**config.mk**
```make
export PLATFORM = sky130hd
export DESIGN_NAME = tiled_surface_offset_rebase
export DESIGN_NICKNAME = d
export VERILOG_FILES = /design/src/hw/rtl/tsor_pkg.sv /design/src/hw/rtl/tiled_surface_offset_rebase.sv
export SDC_FILE = /design/constraint.sdc
export NUM_CORES = 1
export LEC_CHECK = 0
export BUFFER_PORTS_ARGS = -buffer_cell sky130_fd_sc_hd__buf_2
export CORE_MARGIN = 1
export CORE_UTILIZATION = 40
export CTS_CLUSTER_SIZE = 28
export DETAILED_ROUTE_END_ITERATION = 12
export GPL_TIMING_DRIVEN = 0
export PLACE_DENSITY_LB_ADDON = 0.15
export SYNTH_ARGS = -nofsm -noshare
export SYNTH_HDL_FRONTEND = slang
export SYNTH_SLANG_ARGS = --single-unit
```
**constraint.sdc**
```tcl
create_clock -name i_clk -period 7.8 [get_ports i_clk]
set_input_delay 0.78 -clock i_clk [delete_from_list [all_inputs] [get_ports i_clk]]
set_output_delay 0.78 -clock i_clk [all_outputs]
set_load 0.01 [all_outputs]
```
**src/hw/rtl/tsor_pkg.sv**
```systemverilog
// shared constants and helpers for the tiled surface offset rebase block
package tsor_pkg;

    localparam int RectW     = 14;
    localparam int PitchW    = 18;
    localparam int FmtW      = 3;
    localparam int AdjW      = 33;
    localparam int OffW      = 5;
    localparam int BlkW      = 4;   // log2 of block size
    localparam int TileRowsW = 5;   // log2 of tile height in rows
    localparam int TileBytesW = 7;  // log2 of tile row width in bytes
    localparam int PageW     = 12;  // log2 of page size in bytes

    localparam int TilesYW   = RectW - TileRowsW;        // 9
    localparam int UvTilesYW = RectW - TileRowsW - 1;    // 8
    localparam int PitchTW   = PitchW - TileBytesW;      // 11
    localparam int TilesXW   = RectW - TileRowsW;        // widest tile column count

    typedef logic [FmtW-1:0] t_fmt;
    typedef logic [1:0]      t_px_shift;

    localparam t_fmt FMT_RGB4     = 3'd0;
    localparam t_fmt FMT_YUV2     = 3'd1;
    localparam t_fmt FMT_PLANAR2  = 3'd2;
    localparam t_fmt FMT_PLANAR1  = 3'd3;
    localparam t_fmt FMT_OTHER    = 3'd4;

    // log2 of bytes per pixel
    function automatic t_px_shift px_shift(input t_fmt fmt);
        t_px_shift s;
        case (fmt)
            FMT_RGB4:    s = 2'd2;
            FMT_YUV2:    s = 2'd1;
            FMT_PLANAR2: s = 2'd1;
            default:     s = 2'd0;
        endcase
        return s;
    endfunction

endpackage

```
**src/hw/rtl/tiled_surface_offset_rebase.sv**
```systemverilog
// top level: rebases a fill rectangle on a y-tiled surface into tile, block and pixel offsets
//
//  channel  | handshake                  | payload
//  ---------+----------------------------+--------------------------------------------
//  request  | start, busy (always low)   | i_fill_enable, i_rect_*, i_row_pitch, ...
//  result   | o_strobe, one cycle        | o_valid_res, o_y_*, o_uv_*, o_block_*, o_new_*
//
// one request per cycle; each result passes through the input register, then the result
// register, and is strobed and taken while it sits there. the tile multipliers sit in
// the single logic stage between the two.
// synchronous active-low reset clears both stage flags; no result leaves during reset.
// the receiver cannot stall, so busy stays low.
module tiled_surface_offset_rebase
    import tsor_pkg::*;
(
    input  logic              i_clk,
    input  logic              i_rst_n,
    input  logic              start,
    output logic              busy,
    input  logic              i_fill_enable,
    input  logic [RectW-1:0]  i_rect_left,
    input  logic [RectW-1:0]  i_rect_top,
    input  logic [RectW-1:0]  i_rect_right,
    input  logic [RectW-1:0]  i_rect_bottom,
    input  logic [PitchW-1:0] i_row_pitch,
    input  logic [RectW-1:0]  i_surface_height,
    input  logic [FmtW-1:0]   i_format_code,
    output logic              o_strobe,
    output logic              o_valid_res,
    output logic [AdjW-1:0]   o_y_base_adjust,
    output logic [OffW-1:0]   o_y_offset_x,
    output logic [OffW-1:0]   o_y_offset_y,
    output logic [AdjW-1:0]   o_uv_base_adjust,
    output logic [OffW-1:0]   o_uv_offset_x,
    output logic [OffW-1:0]   o_uv_offset_y,
    output logic [BlkW-1:0]   o_block_left,
    output logic [BlkW-1:0]   o_block_top,
    output logic [RectW-1:0]  o_new_width,
    output logic [RectW-1:0]  o_new_height
);

    // input register
    logic              r_in_vld;
    logic              r_en;
    logic [RectW-1:0]  r_left, r_top, r_right, r_bottom, r_old_h;
    logic [PitchW-1:0] r_pitch;
    t_fmt              r_fmt;

    // result register
    logic              r_out_vld;
    logic              r_valid_res;
    logic [AdjW-1:0]   r_y_adj, r_uv_adj;
    logic [OffW-1:0]   r_y_off_x, r_y_off_y, r_uv_off_x, r_uv_off_y;
    logic [BlkW-1:0]   r_blk_left, r_blk_top;
    logic [RectW-1:0]  r_new_w, r_new_h;

    logic              n_valid_res;
    logic [AdjW-1:0]   n_y_adj, n_uv_adj;
    logic [OffW-1:0]   n_y_off_x, n_y_off_y, n_uv_off_x, n_uv_off_y;
    logic [BlkW-1:0]   n_blk_left, n_blk_top;
    logic [RectW-1:0]  n_new_w, n_new_h;

    t_px_shift                 bps;
    logic                      planar;
    logic [RectW-1:0]          left_fl, top_fl;
    logic [TilesYW-1:0]        tiles_y;
    logic [UvTilesYW-1:0]      uv_tiles_y;
    logic [TilesXW-1:0]        tiles_x;
    logic [OffW-1:0]           off_x;
    logic [PitchTW-1:0]        tiles_per_row;
    logic [TilesYW+PitchTW-1:0]   y_rows;
    logic [UvTilesYW+PitchTW-1:0] uv_rows;
    logic [AdjW-1:0]           col_adj;
    logic [OffW-1:0]           uv_unaligned;

    assign busy = 1'b0;

    always_ff @(posedge i_clk) begin
        if (!i_rst_n) begin
            r_in_vld  <= 1'b0;
            r_out_vld <= 1'b0;
        end else begin
            r_in_vld  <= start & ~busy;
            r_out_vld <= r_in_vld;
        end
    end

    always_ff @(posedge i_clk) begin
        if (start && !busy) begin
            r_en     <= i_fill_enable;
            r_left   <= i_rect_left;
            r_top    <= i_rect_top;
            r_right  <= i_rect_right;
            r_bottom <= i_rect_bottom;
            r_pitch  <= i_row_pitch;
            r_old_h  <= i_surface_height;
            r_fmt    <= i_format_code;
        end
    end

    always_comb begin
        bps    = px_shift(r_fmt);
        planar = (r_fmt == FMT_PLANAR2) || (r_fmt == FMT_PLANAR1);

        left_fl = {r_left[RectW-1:BlkW], {BlkW{1'b0}}};
        top_fl  = {r_top[RectW-1:BlkW], {BlkW{1'b0}}};
        n_new_w = r_right - left_fl;
        n_new_h = r_bottom - top_fl;

        tiles_y    = r_top[RectW-1:TileRowsW];
        uv_tiles_y = r_top[RectW-1:TileRowsW+1];

        // tile column and dword offset of the block inside its tile
        case (bps)
            2'd2: begin
                tiles_x = r_left[RectW-1:TileBytesW-2];
                off_x   = {r_left[4], 4'b0000};
            end
            2'd1: begin
                tiles_x = {1'b0, r_left[RectW-1:TileBytesW-1]};
                off_x   = {r_left[5:4], 3'b000};
            end
            default: begin
                tiles_x = {2'b00, r_left[RectW-1:TileBytesW]};
                off_x   = {r_left[6:4], 2'b00};
            end
        endcase

        tiles_per_row = r_pitch[PitchW-1:TileBytesW];
        y_rows  = tiles_y * tiles_per_row;
        uv_rows = uv_tiles_y * tiles_per_row;
        col_adj = {{(AdjW-TilesXW-PageW){1'b0}}, tiles_x, {PageW{1'b0}}};

        // only the low five bits of the uv row count survive
        uv_unaligned = r_old_h[OffW-1:0] + r_bottom[OffW:1] - n_new_h[OffW:1];

        n_valid_res = 1'b1;
        n_y_adj     = {{(AdjW-TilesYW-PitchTW-PageW){1'b0}}, y_rows, {PageW{1'b0}}}
                      + col_adj;
        n_y_off_x   = off_x;
        n_y_off_y   = {r_top[BlkW], {BlkW{1'b0}}};
        n_uv_adj    = '0;
        n_uv_off_x  = '0;
        n_uv_off_y  = '0;
        if (planar) begin
            n_uv_adj   = {{(AdjW-UvTilesYW-PitchTW-PageW){1'b0}}, uv_rows, {PageW{1'b0}}}
                         + col_adj;
            n_uv_off_x = off_x;
            n_uv_off_y = uv_unaligned;
        end
        n_blk_left = r_left[BlkW-1:0];
        n_blk_top  = r_top[BlkW-1:0];

        if (!r_en) begin
            n_valid_res = 1'b0;
            n_y_adj     = '0;
            n_y_off_x   = '0;
            n_y_off_y   = '0;
            n_uv_adj    = '0;
            n_uv_off_x  = '0;
            n_uv_off_y  = '0;
            n_blk_left  = '0;
            n_blk_top   = '0;
            n_new_w     = '0;
            n_new_h     = '0;
        end
    end

    always_ff @(posedge i_clk) begin
        if (r_in_vld) begin
            r_valid_res <= n_valid_res;
            r_y_adj     <= n_y_adj;
            r_y_off_x   <= n_y_off_x;
            r_y_off_y   <= n_y_off_y;
            r_uv_adj    <= n_uv_adj;
            r_uv_off_x  <= n_uv_off_x;
            r_uv_off_y  <= n_uv_off_y;
            r_blk_left  <= n_blk_left;
            r_blk_top   <= n_blk_top;
            r_new_w     <= n_new_w;
            r_new_h     <= n_new_h;
        end
    end

    assign o_strobe         = r_out_vld;
    assign o_valid_res      = r_valid_res;
    assign o_y_base_adjust  = r_y_adj;
    assign o_y_offset_x     = r_y_off_x;
    assign o_y_offset_y     = r_y_off_y;
    assign o_uv_base_adjust = r_uv_adj;
    assign o_uv_offset_x    = r_uv_off_x;
    assign o_uv_offset_y    = r_uv_off_y;
    assign o_block_left     = r_blk_left;
    assign o_block_top      = r_blk_top;
    assign o_new_width      = r_new_w;
    assign o_new_height     = r_new_h;

endmodule

```
==> impl_metrics.env, run 1 <==
export IMPL_outcome="finished clean"
export IMPL_grt_max_degree=69
export IMPL_whs_ns=0.499
export IMPL_multi_input_area_um2=6750
export IMPL_vias=8685
export IMPL_cts_htree_levels=4
export IMPL_syn_cell_area_um2=12800
export IMPL_cp_num_buf_inv=4
export IMPL_fp_dieArea_um2=32700
export IMPL_final_common_cell="inv_1"
export IMPL_grt_usage_pct=17.9
export IMPL_drc=0
export IMPL_start_util_pct=40.6
export IMPL_antenna_cells=0
export IMPL_cp_data_arrival_time_ns=6.33
export IMPL_syn2layout_area_growth_pct=16.4
export IMPL_postCtsSetupRepairBufs=0
export IMPL_maxCapViolCount=0
export IMPL_synth_cell_types=69
export IMPL_die_y_um=181
export IMPL_cts_root_buf="clkbuf_16"
export IMPL_core_um2=31500
export IMPL_period_minus_slack_ns=6.15
export IMPL_cts_resized=0
export IMPL_cp_required_ns=7.98
export IMPL_top_usage_layer="met2"
export IMPL_routedWlPerCell_um=15.2
export IMPL_fin_worst_skew_ns=0.00989
export IMPL_cpMostUsedCell="fa_1"
export IMPL_drtIter0Drc=489
export IMPL_met2_usage_pct=29.2
export IMPL_met3_usage_pct=3.14
export IMPL_syn_inst=1190
export IMPL_rows=65
export IMPL_cts_buffers=17
export IMPL_finish_net_count=1704
export IMPL_ys_seq_area_share_pct=39.3
export IMPL_final_cell_mix="inv_1 (199), buf_2 (170), edfxtp_1 (166), ha_1 (104), fa_1 (92)"
export IMPL_p_int_mw=3.20
export IMPL_rsz0062_at_grt="false"
export IMPL_cts_buffer_depth=2
export IMPL_worstSetupPathType="reg -> reg"
export IMPL_swShare_pct=47.3
export IMPL_hold_viol=0
export IMPL_ys_async_sr_fraction_pct=0
export IMPL_min_path_type="in -> reg"
export IMPL_portBuffers=169
export IMPL_grt_overflow_total=0
export IMPL_cts_sinks=168
export IMPL_grt_pass1_wl_um=45300
export IMPL_powerDensity_nw_per_um2=409
export IMPL_ys_warn_count=0
export IMPL_worstPathCellList="clkbuf_1 -> nand2_1 -> fa_1 -> inv_1 -> fa_1 -> inv_1 -> fa_1 -> fa_1 -> inv_1 -> ha_1 -> a21o_1 -> a221oi_2 -> xnor2_1 -> o2111ai_2 -> nor3_4 -> nand4_2 -> o311ai_0 -> o41ai_1"
export IMPL_worst_pin_slew_ns=0.803
export IMPL_fmax_ghz=0.163
export IMPL_clk_latency_ns=0.45
export IMPL_antenna_found_initial=0
export IMPL_synth_edf_count=166
export IMPL_fin_tns_setup_ns=0
export IMPL_cp_slowest_cell="fa_1"
export IMPL_finish_utilization_pct=47.3
export IMPL_critical_path_max_stage_delay_ns=0.57
export IMPL_gp_congestion=0.863
export IMPL_nFillCells=2964
export IMPL_firstDrtPassIters=5
export IMPL_synth_seq_cells=168
export IMPL_dp_hpwl_um=22200
export IMPL_routed_via_density=4.75
export IMPL_syn_avg_cell_area_um2=10.7
export IMPL_netSwitchingPower_mw=2.88
export IMPL_ant_nets=0
export IMPL_dieWidth_um=181
export IMPL_clk_pin_slew_ns=0.07
export IMPL_path_max_fanout=10
export IMPL_drive_gt1_share_pct=18.4
export IMPL_pwr_share_clk_pct=13.3
export IMPL_crit_path_end_kind="flop"
export IMPL_irDropWorstVdd_mv=0.252
export IMPL_drv_slew=0
export IMPL_cts_hold_buf=0
export IMPL_tritoncts="built"
export IMPL_cpLargestDelayFamily="adder cells"
export IMPL_setup_violations_final=0
export IMPL_power_frac_seq_pct=19.9
export IMPL_pwr_share_comb_pct=66.9
export IMPL_power_leakage_nw=6.73
export IMPL_gr_usage_met1_pct=23.6
export IMPL_relSlewSlack_pct=46.5
export IMPL_ys_flop_type="edfxtp_1"
export IMPL_drt_wl_total_um=27900
export IMPL_io_pin_count=220
export IMPL_final_seq_area_um2=5030
export IMPL_period_share_pct=78.8
export IMPL_critPathLaunchType="flop"
export IMPL_grt_pass1_vias=8784
## registers in the layout (all words and copies together), names as in the netlist
| register | count |
|---|---|
| o_y_offset_y | 1 |
| o_uv_offset_x | 3 |
| o_block_top | 4 |
| r_en | 1 |
| r_top | 14 |
| o_block_left | 4 |
| o_y_offset_x | 3 |
| r_pitch | 11 |
| r_left | 14 |
| r_bottom | 14 |
| o_y_base_adjust | 21 |
| r_old_h | 5 |
| r_fmt | 3 |
| r_in_vld | 1 |
| r_right | 14 |
| o_uv_base_adjust | 20 |
| o_new_height | 14 |
| o_new_width | 14 |
| o_strobe | 1 |
| o_valid_res | 1 |
| o_uv_offset_y | 5 |
## kinds of logic (layout without fill, tap and decap cells)
kind of cell	count (synthesis)	after routing	synth area share (%)
other	1	34	0.0293
and+or+nand+nor	321	321	13.2
muxes	5	5	0.392
xor gates and xnor gates	71	71	4.93
DFF	168	168	39.3
buffers and inverters	265	468	8.83
adders and majority gates	196	196	24.6
AOI/OAI and AO/OA	163	163	8.71
## layout make-up
class	count	share of cell area (%)
plain buffers	66	2.57
clock buffers	17	2.86
clock inverters	15	0.900
inverters	199	5.02
multi-input cells	790	45.4
flip-flops and latches	168	33.8
well taps	402	3.38
repair buffers	171	6.07
## final timing paths
check | start | to | slack [ns] | cells past startpoint
worst max-delay path | r_top[10]$_DFFE_PP_ | o_uv_base_adjust[29]$_SDFFCE_PN0P_ | 1.65 | 18
worst min-delay path | i_rect_left[3] | r_left[3]$_DFFE_PP_ | 0.50 | 1
worst max register to register | r_top[10]$_DFFE_PP_ | o_uv_base_adjust[29]$_SDFFCE_PN0P_ | 1.65 | 18
worst min register to register | r_left[0]$_DFFE_PP_ | o_block_left[0]$_SDFFCE_PN0P_ | 0.52 | 1
## Yosys cell counts (7+ instances only)
master / n / share of area, %
or3_1: 7 / 0.34
o211ai_1: 7 / 0.41
nand2_1: 70 / 2.1
edfxtp_1: 166 / 39
nor3_1: 20 / 0.78
nand2b_1: 10 / 0.49
inv_1: 199 / 5.8
a21oi_1: 53 / 2.1
xnor2_1: 39 / 2.7
nor2_1: 69 / 2.0
clkbuf_1: 27 / 0.79
buf_4: 35 / 2.1
o21ai_0: 27 / 1.1
and2_1: 85 / 4.2
nor2b_1: 12 / 0.59
ha_1: 104 / 10
fa_1: 92 / 14
a221oi_1: 7 / 0.48
xor2_1: 31 / 2.1
nand3_1: 13 / 0.51
a21o_1: 18 / 1.1
## metal layers
metal / vias to the layer above / part of all wire, %
li1: 4338 / -
met4: 0 / 2.3
met2: 228 / 46
met3: 31 / 4.9
met5: - / 0
met1: 4088 / 47
## metrics by stage
step	power, mW	instance area, um^2	instances	setup slack (ns)
CTS	6.11	14900	1828	1.57
detailed placement	5.27	14300	1796	1.59
finish	6.08	14900	1828	1.65
floorplan	4.40	12900	1223	2.37
global placement	5.22	14300	1794	1.69
global route	6.65	14900	1828	1.26
## power by group through the flow
| stage | Combinational, mW | Sequential, mW | Clock [mW] |
|---|---|---|---|
| final | 4.06 | 1.21 | 0.806 |
| after floorplan | 3.14 | 1.26 | 0 |
| after CTS | 4.07 | 1.21 | 0.837 |
| after detailed placement | 4.04 | 1.23 | 0 |
| after global routing | 4.57 | 1.22 | 0.865 |
| after global placement | 3.98 | 1.24 | 0 |
Note: power is estimated with default switching activity, not from simulation.
==> inputs of run 2 (changes only) <==
==> constraint.sdc (replaced) <==
create_clock -name i_clk -period 5.8 [get_ports i_clk]
set_input_delay 0.58 -clock i_clk [delete_from_list [all_inputs] [get_ports i_clk]]
set_output_delay 0.58 -clock i_clk [all_outputs]
set_load 0.01 [all_outputs]
==> run 2 against run 1 <==
  * First-iteration DRC count is 10% lower
  * Sequential cell count did not move
  * Setup slack got worse by 1.5 ns
  * Largest power group unchanged
  * Largest cell class unchanged
  * Sequential power up 35%
  * Fmax up 9.5%
  * Routed wire length is 1.3% higher
  * Global-route usage is essentially flat
  * Clock skew is essentially flat
  * Register-to-register slack worse by 1.5 ns
  * Via count grew 0.89%
==> impl_metrics.env, run 2 (synthesized netlist as in run 1, its figures left out) <==
export IMPL_outcome="finished clean"
export IMPL_period_minus_slack_ns=5.62
export IMPL_final_cell_mix="inv_1 (199), buf_2 (170), edfxtp_1 (166), ha_1 (100), fa_1 (91)"
export IMPL_antenna_found_initial=0
export IMPL_worst_pin_slew_ns=0.779
export IMPL_cts_buffers=17
export IMPL_irDropWorstVdd_mv=0.339
export IMPL_fin_worst_skew_ns=0.00964
export IMPL_cts_htree_levels=4
export IMPL_cts_buffer_depth=2
export IMPL_gr_usage_met1_pct=23.6
export IMPL_tritoncts="built"
export IMPL_path_max_fanout=7
export IMPL_relSlewSlack_pct=48.0
export IMPL_cts_hold_buf=0
export IMPL_regToRegSetupSlack_ns=0.18
export IMPL_grt_pass1_wl_um=45300
export IMPL_vias=8762
export IMPL_setup_violations_final=0
export IMPL_worstSetupPathType="reg -> reg"
export IMPL_min_from="i_rect_left[3]"
export IMPL_critical_path_max_stage_delay_ns=0.61
export IMPL_clk_pin_slew_ns=0.07
export IMPL_drtIter0Drc=439
export IMPL_core_um2=31500
export IMPL_maxCapViolCount=0
export IMPL_min_path_type="in -> reg"
export IMPL_portBuffers=169
export IMPL_syn2layout_area_growth_pct=19.1
export IMPL_fmax_ghz=0.178
export IMPL_final_common_cell="inv_1"
export IMPL_cp_slowest_cell="fa_1"
export IMPL_drt_wl_total_um=28200
export IMPL_fp_dieArea_um2=32700
export IMPL_dieWidth_um=181
export IMPL_fin_tns_setup_ns=0
export IMPL_finish_utilization_pct=48.4
export IMPL_grt_pass1_vias=8813
export IMPL_antenna_cells=0
export IMPL_final_cells=1845
export IMPL_cp_num_buf_inv=4
export IMPL_firstDrtPassIters=5
export IMPL_powerDensity_nw_per_um2=567
export IMPL_cts_sinks=168
export IMPL_finish_net_count=1721
export IMPL_met3_usage_pct=3.14
export IMPL_start_util_pct=40.6
export IMPL_rr_startpoint="r_pitch[8]$_DFFE_PP_"
export IMPL_power_leakage_nw=6.88
export IMPL_drv_slew=0
export IMPL_ant_nets=0
export IMPL_routed_via_density=4.75
export IMPL_gp_congestion=0.863
export IMPL_clk_latency_ns=0.45
export IMPL_grt_usage_pct=18.0
export IMPL_hold_viol=0
export IMPL_cp_data_arrival_time_ns=5.81
export IMPL_met2_usage_pct=29.3
export IMPL_cp_required_ns=6.00
export IMPL_grt_max_degree=69
export IMPL_drive_gt1_share_pct=21.6
export IMPL_period_share_pct=96.8
export IMPL_worstPathCellList="and2_1 -> fa_1 -> inv_1 -> fa_1 -> inv_1 -> fa_1 -> inv_1 -> fa_1 -> inv_1 -> ha_1 -> o211ai_1 -> o21ai_2 -> nor2_1 -> a311oi_4 -> nand4b_4 -> or3_4 -> nor3_2 -> mux2i_1"
export IMPL_dp_hpwl_um=22200
export IMPL_top_usage_layer="met2"
export IMPL_dp_cells=1796
export IMPL_cpLargestDelayFamily="adder cells"
export IMPL_rows=65
export IMPL_cts_root_buf="clkbuf_16"
export IMPL_critPathLaunchType="flop"
export IMPL_drc=0
export IMPL_routedWlPerCell_um=15.3
export IMPL_die_y_um=181
export IMPL_whs_ns=0.298
export IMPL_crit_path_start="r_pitch[8]$_DFFE_PP_"
export IMPL_io_pin_count=220
export IMPL_largest_reg_flops=21
export IMPL_crit_path_end_kind="flop"
export IMPL_grt_overflow_total=0
export IMPL_nFillCells=2942
## run 2: cell count changes in the layout (fill, tap and decap cells not counted), moves of 3 or more
cell	change
a21oi_1	-3
buf_4	+23
buf_6	+4
clkbuf_1	-12
ha_1	-4
ha_2	+3
## run 2: worst paths after layout
| path | cells past startpoint | end |
|---|---|---|
| worst max register to register | 18 | o_y_base_adjust[31]$_SDFFCE_PN0P_ |
| worst min register to register | 1 | o_block_left[0]$_SDFFCE_PN0P_ |
| worst min-delay path | 1 | r_left[3]$_DFFE_PP_ |
| worst max-delay path | 18 | o_y_base_adjust[31]$_SDFFCE_PN0P_ |
## run 2: worst register-to-register path: cells and delay by family, from the launching register on
| family | cells | cell delay, ns |
|---|---|---|
| adder cells (fa/ha/maj) | 5 | 2.58 |
| buffers and inverters | 4 | 0.22 |
| multiplexers | 1 | 0.09 |
| AND/OR/NAND/NOR | 5 | 1.14 |
| flip-flops | 1 | 0.52 |
| AO/OA/AOI/OAI | 3 | 0.82 |
## run 2: stage by stage
| step | total power, mW | worst slack, ns | cell area, um^2 |
|---|---|---|---|
| 4_1_cts | 8.30 | 0.0182 | 14900 |
| 3_5_place_dp | 7.09 | -0.407 | 14300 |
| 6_report | 8.63 | 0.184 | 15200 |
| 2_1_floorplan | 5.92 | 0.370 | 12900 |
| 5_1_grt | 9.40 | -0.0101 | 15200 |
| 3_3_place_gp | 7.02 | -0.312 | 14300 |
## run 2: timing repair
action | 4_1_cts | 5_1_grt
setup endpoints to repair | 18 | 15
pin swaps | 2 | 9
buffers inserted | 4 | 19
gates resized for setup | 11 | 37
## run 2: report_power, final
| group | total, mW | switching, mW | leakage [nW] | internal, mW |
|---|---|---|---|---|
| logic | 5.92 | 3.50 | 5.08 | 2.42 |
| registers | 1.63 | 0.0659 | 1.53 | 1.56 |
| clock network | 1.08 | 0.520 | 0.271 | 0.565 |
| total | 8.63 | 4.08 | 6.88 | 4.54 |
## run 2: cell type report
cell class | count | area (um^2) | area share, %
Inverter | 199 | 747 | 4.91
Sequential cell | 168 | 5030 | 33.0
Tap cell | 402 | 503 | 3.30
Multi-Input combinational cell | 790 | 6910 | 45.4
Clock buffer | 17 | 425 | 2.80
Timing Repair Buffer | 194 | 1080 | 7.07
Buffer | 60 | 392 | 2.57
Clock inverter | 15 | 134 | 0.880
## run 2: routing by layer
layer / vias to the layer above / share of wire, %
li1: 4380 / -
met1: 4134 / 47
met2: 216 / 46
met3: 32 / 4.5
met4: 0 / 2.5
met5: - / 0
